==> config.mk <==
export PLATFORM = sky130hd
export DESIGN_NAME = ppni_mul
export DESIGN_NICKNAME = d
export VERILOG_FILES = /design/src/rtl/ppni_mul.sv
export SDC_FILE = /design/constraint.sdc
export NUM_CORES = 2
export LEC_CHECK = 0
export BUFFER_PORTS_ARGS = -buffer_cell sky130_fd_sc_hd__buf_4
export CAP_MARGIN = 20
export CORE_MARGIN = 2
export CORE_UTILIZATION = 45
export DETAILED_ROUTE_END_ITERATION = 6
export PLACE_DENSITY = 0.61
export SYNTH_ARGS = -nofsm -noshare
export SYNTH_HDL_FRONTEND = slang
export SYNTH_SLANG_ARGS = --single-unit
==> constraint.sdc <==
create_clock -name clk -period 9.2 [get_ports clk]
set_clock_uncertainty 0.1 [all_clocks]
set_input_delay 1.84 -clock clk [delete_from_list [all_inputs] [get_ports clk]]
set_output_delay 1.84 -clock clk [all_outputs]
set_load 0.02 [all_outputs]
==> src/rtl/ppni_mul.sv <==
// Pipelined exact signed multiplier built from 32x32 partial products.
module ppni_mul #(
	parameter int WA = 32,
	parameter int WB = 32
) (
	input  logic                    clk,
	input  logic                    en,
	input  logic signed [WA-1:0]    a,
	input  logic signed [WB-1:0]    b,
	output logic signed [WA+WB-1:0] p
);
	localparam int NA = (WA + 31) / 32;
	localparam int NB = (WB + 31) / 32;
	localparam int PW = NA * 32 + NB * 32;

	logic [WA-1:0]      abs_a;
	logic [WB-1:0]      abs_b;
	logic [NA*32-1:0]   ma_s1;
	logic [NB*32-1:0]   mb_s1;
	logic               neg_s1, neg_s2, neg_s3;
	logic [63:0]        pp_s2 [NA*NB];
	logic [PW-1:0]      acc;
	logic [PW-1:0]      sum_s3;
	logic signed [WA+WB-1:0] p_s4;

	assign abs_a = a[WA-1] ? WA'(-a) : WA'(a);
	assign abs_b = b[WB-1] ? WB'(-b) : WB'(b);

	always_comb begin
		acc = '0;
		for (int i = 0; i < NA; i++) begin
			for (int j = 0; j < NB; j++) begin
				acc = acc + (PW'(pp_s2[i*NB+j]) << (32 * (i + j)));
			end
		end
	end

	always_ff @(posedge clk) begin
		if (en) begin
			ma_s1  <= (NA*32)'(abs_a);
			mb_s1  <= (NB*32)'(abs_b);
			neg_s1 <= a[WA-1] ^ b[WB-1];
			for (int i = 0; i < NA; i++) begin
				for (int j = 0; j < NB; j++) begin
					pp_s2[i*NB+j] <= 64'(ma_s1[i*32 +: 32]) * 64'(mb_s1[j*32 +: 32]);
				end
			end
			neg_s2 <= neg_s1;
			sum_s3 <= acc;
			neg_s3 <= neg_s2;
			p_s4   <= neg_s3 ? -$signed(sum_s3[WA+WB-1:0]) : $signed(sum_s3[WA+WB-1:0]);
		end
	end

	assign p = p_s4;

endmodule

==> key figures <==
Clock tree
  • Reg clk slew, reported paths: 0.06 ns
  • CTS tree: built
  • Setup Fix Bufs, Post-CTS: 0
  • CTS sink count: ~260
  • Longest Clk Path Bufs: 3
  • Later-pin clock latency in the skew report: between 0.6 and 0.7 ns
  • Root buffer cell: clkbuf_16
  • Hold buffers post-CTS: 0
  • CTS resizes: 0
  • Htree depth: 1
  • Cts bufs inserted: 30

Final layout
  • Share of cells above drive strength 1: 0.06558
  • Fin util: 0.4889
  • Non-Filler Instances: around 5600
  • Nets: about 5600
  • Layout area overhead: 8.053%

Global route
  • First-pass GRT wire length: around 180000 um
  • Pin count of the biggest net entering global routing: about 140
  • Initial antenna violation count: 3
  • Vias in the first global route: a little over 30000
  • GRT Resource Usage Total: 0.2300
  • Total grt overflow: 0

Worst setup path
  • Slowest-stage cell, CP: edfxtp_1
  • Reg2reg start: mb_s1[11]$_DFFE_PP_
  • Endpoint class of the critical path: flop
  • Reg2Reg Setup Slack: approximately 0.67 ns
  • Most common cell on crit path: fa_1
  • Buf/Inv on CP: 4
  • CP Max Fanout: 24
  • Cells on worst reg2reg path: 24
  • Endpoint of the worst register-to-register path: pp_s2[0][61]$_DFFE_PP_
  • Family with the most delay on the worst path: adder cells
  • Crit-path cells: buf_4, nand2_1, fa_1, inv_1, fa_1, inv_1, fa_1, fa_1, inv_1, fa_1, fa_1, fa_1, ha_1, ha_1, a2111oi_0, o21a_1, a22oi_1, a21boi_0, o21ai_0, a221oi_1, o21a_1, o21ai_0, a221oi_1, xnor2_1
  • Required time of the critical path: 9.44 ns
  • Critical path startpoint category: flop
  • Critical Path Max Stage Delay: approximately 1 ns
  • CP Class: reg2reg
  • Crit path DAT: roughly 9 ns

Worst hold path
  • Hold WC Path Type: reg2reg
  • Hold Crit Endpoint: neg_s3$_DFFE_PP_
  • Worst hold start: neg_s2$_DFFE_PP_
  • Hold path depth: 0

Routing
  • Met3 wire length: between 8000 and 9000 um
  • DR top layer: met4
  • Met2 wire len: 47840 um
  • Post-DR vias/cell: ~5.1
  • DRT Wirelength: about 110000 um
  • DR pass1 iterations: 5
  • DRT iter0 DRCs: 1858
  • Routed len/inst: slightly below 20 um
  • Vias: 28840
  • ANT nets after route: 0
  • DRC Markers: 0
  • Wl on met1: just over 50000 um

Timing
  • Worst Slack Setup Final: 0.6744 ns
  • Actual slew at the worst max-slew pin: ~1.1 ns
  • Peak Freq: around 0.12 GHz
  • RSZ-0062 raised after global routing: no
  • Setup violators final: 0
  • Final worst-path cycle share: 0.9267
  • Final Hold Fails: 0
  • Max Slew Vio Count: 0
  • Minimum clock period: around 8.5 ns
  • Slew HR: 0.2727
  • TNS Setup: 0 ns

Yosys
  • Seq cells post-synth: approximately 260
  • Sequential-to-total area share from yosys stat: 0.1785
  • Syn Area/Cell: around 10 um2
  • Top-count cell post-synth: fa_1
  • Biggest area consumer among synthesized cells: fa_1
  • Post-synth ARST share: 0
  • Distinct cell type count after synthesis: ~60
  • Top cell type's share of synthesized area: 0.4117
  • Synth area leaders: fa_1 41%, edfxtp_1 18%, and2_1 9.1%, ha_1 7.6%, inv_1 7.5%
  • Synth top cells by count: 896 x fa_1, 865 x inv_1, 633 x and2_1
  • Cells after synthesis: 4309
  • Synth Warn #: 0
  • Mapped Nets: approximately 5500
  • Top FF cell, synth: edfxtp_1
  • EDFF count, synth: 259
  • Syn Std Cell Area: between 0.04 and 0.05 mm2

Floorplan
  • Die Area: just under 0.1 mm2
  • Num ports: 130
  • Core Region: roughly 0.096 mm2
  • Die Height: between 300 and 400 um
  • Die width: between 300 and 400 um
  • Site Rows: approximately 110
  • Starting Density: 0.4525

Place
  • Post-DP HPWL: roughly 90000 um
  • Port Buffers: 129
  • Setup WS pre-CTS: around 0.76 ns
  • Placed cells: approximately 5600
  • GP Congestion: 0.8730

Flow run
  • Max_cap viols: 0

Outcome
  • Run status: finished, final reports clean
## worst max-delay path by stage
stage                        startpoint                      to  slack (ns)  cells after the start
global placement     mb_s1[2]$_DFFE_PP_  pp_s2[0][62]$_DFFE_PP_        0.84                     23
detailed placement  mb_s1[11]$_DFFE_PP_  pp_s2[0][61]$_DFFE_PP_        0.76                     24
finish              mb_s1[11]$_DFFE_PP_  pp_s2[0][61]$_DFFE_PP_        0.67                     24
global route         mb_s1[6]$_DFFE_PP_  pp_s2[0][61]$_DFFE_PP_        0.33                     26
floorplan            mb_s1[2]$_DFFE_PP_  pp_s2[0][63]$_DFFE_PP_        1.73                     26
CTS                 mb_s1[11]$_DFFE_PP_  pp_s2[0][61]$_DFFE_PP_        0.74                     24
## per-stage QoR
stage                     hold slack, ns  area [um2]
final                             0.3142       47080
after global routing              0.3202       47070
after CTS                         0.3082       47070
after detailed placement          0.3045       46020
after global placement            0.3031       46020
after floorplan                   0.3003       43570
## placed cells by master (no fill, tap or decap), drive strengths merged, types with 18 or more instances in the layout
cell / count
nand2: 493
xnor2: 156
edfxtp: 259
a21o: 42
inv: 869
and2: 633
nor3: 18
xor2: 25
fa: 896
or4: 23
buf: 222
nand4: 22
nor2: 55
o31ai: 39
o21ai: 78
clkbuf: 33
a21oi: 72
ha: 266
## cells by family (layout without fill, tap and decap cells)
kind of cell / after synthesis / count (layout) / synth area share
and+or+nand+nor: 1323 / 1323 / 0.1600
adders and majority gates: 1162 / 1162 / 0.4881
buffers and inverters: 1091 / 1143 / 0.09417
AOI/OAI and AO/OA: 293 / 293 / 0.04279
DFF: 259 / 259 / 0.1785
xor gates and xnor gates: 181 / 181 / 0.03639
other: 0 / 2 / 0
## layer usage
layer / up-vias / track usage
met1: 14710 / 0.3439
met2: 920 / 0.3481
li1: 13080 / -
met4: 0 / 0.04329
met5: - / 0
met3: 122 / 0.04716
## state kept, by name, summed over array words and instances (netlist names)
name	count
pp_s2	64
p	64
neg_s3	1
mb_s1	32
sum_s3	64
ma_s1	32
neg_s1	1
neg_s2	1
## worst reg2reg max path, stage by stage (launching register included)
cell	delay, ns
edfxtp_1	0.98
buf_4	0.31
nand2_1	0.09
fa_1	0.57
inv_1	0.05
fa_1	0.47
inv_1	0.05
fa_1	0.50
fa_1	0.51
inv_1	0.06
fa_1	0.55
fa_1	0.43
fa_1	0.45
ha_1	0.39
ha_1	0.44
a2111oi_0	0.42
o21a_1	0.19
a22oi_1	0.11
a21boi_0	0.21
o21ai_0	0.13
a221oi_1	0.30
o21a_1	0.26
o21ai_0	0.19
a221oi_1	0.37
xnor2_1	0.12
## final cells by class
type                       instances  area, um2
fill                            9012      49200
clock buffer                      33      762.0
tap                             1276       1597
timing repair buffer             222       1712
multi-input combinational       2959      31690
sequential                       259       7777
antenna                            2      5.005
inverter                         865       3247
clock inverter                    23      289.0
Power is left out: the tool's default activity adds up to more than one toggle a clock period on the data nets, which glitch-free logic cannot reach.
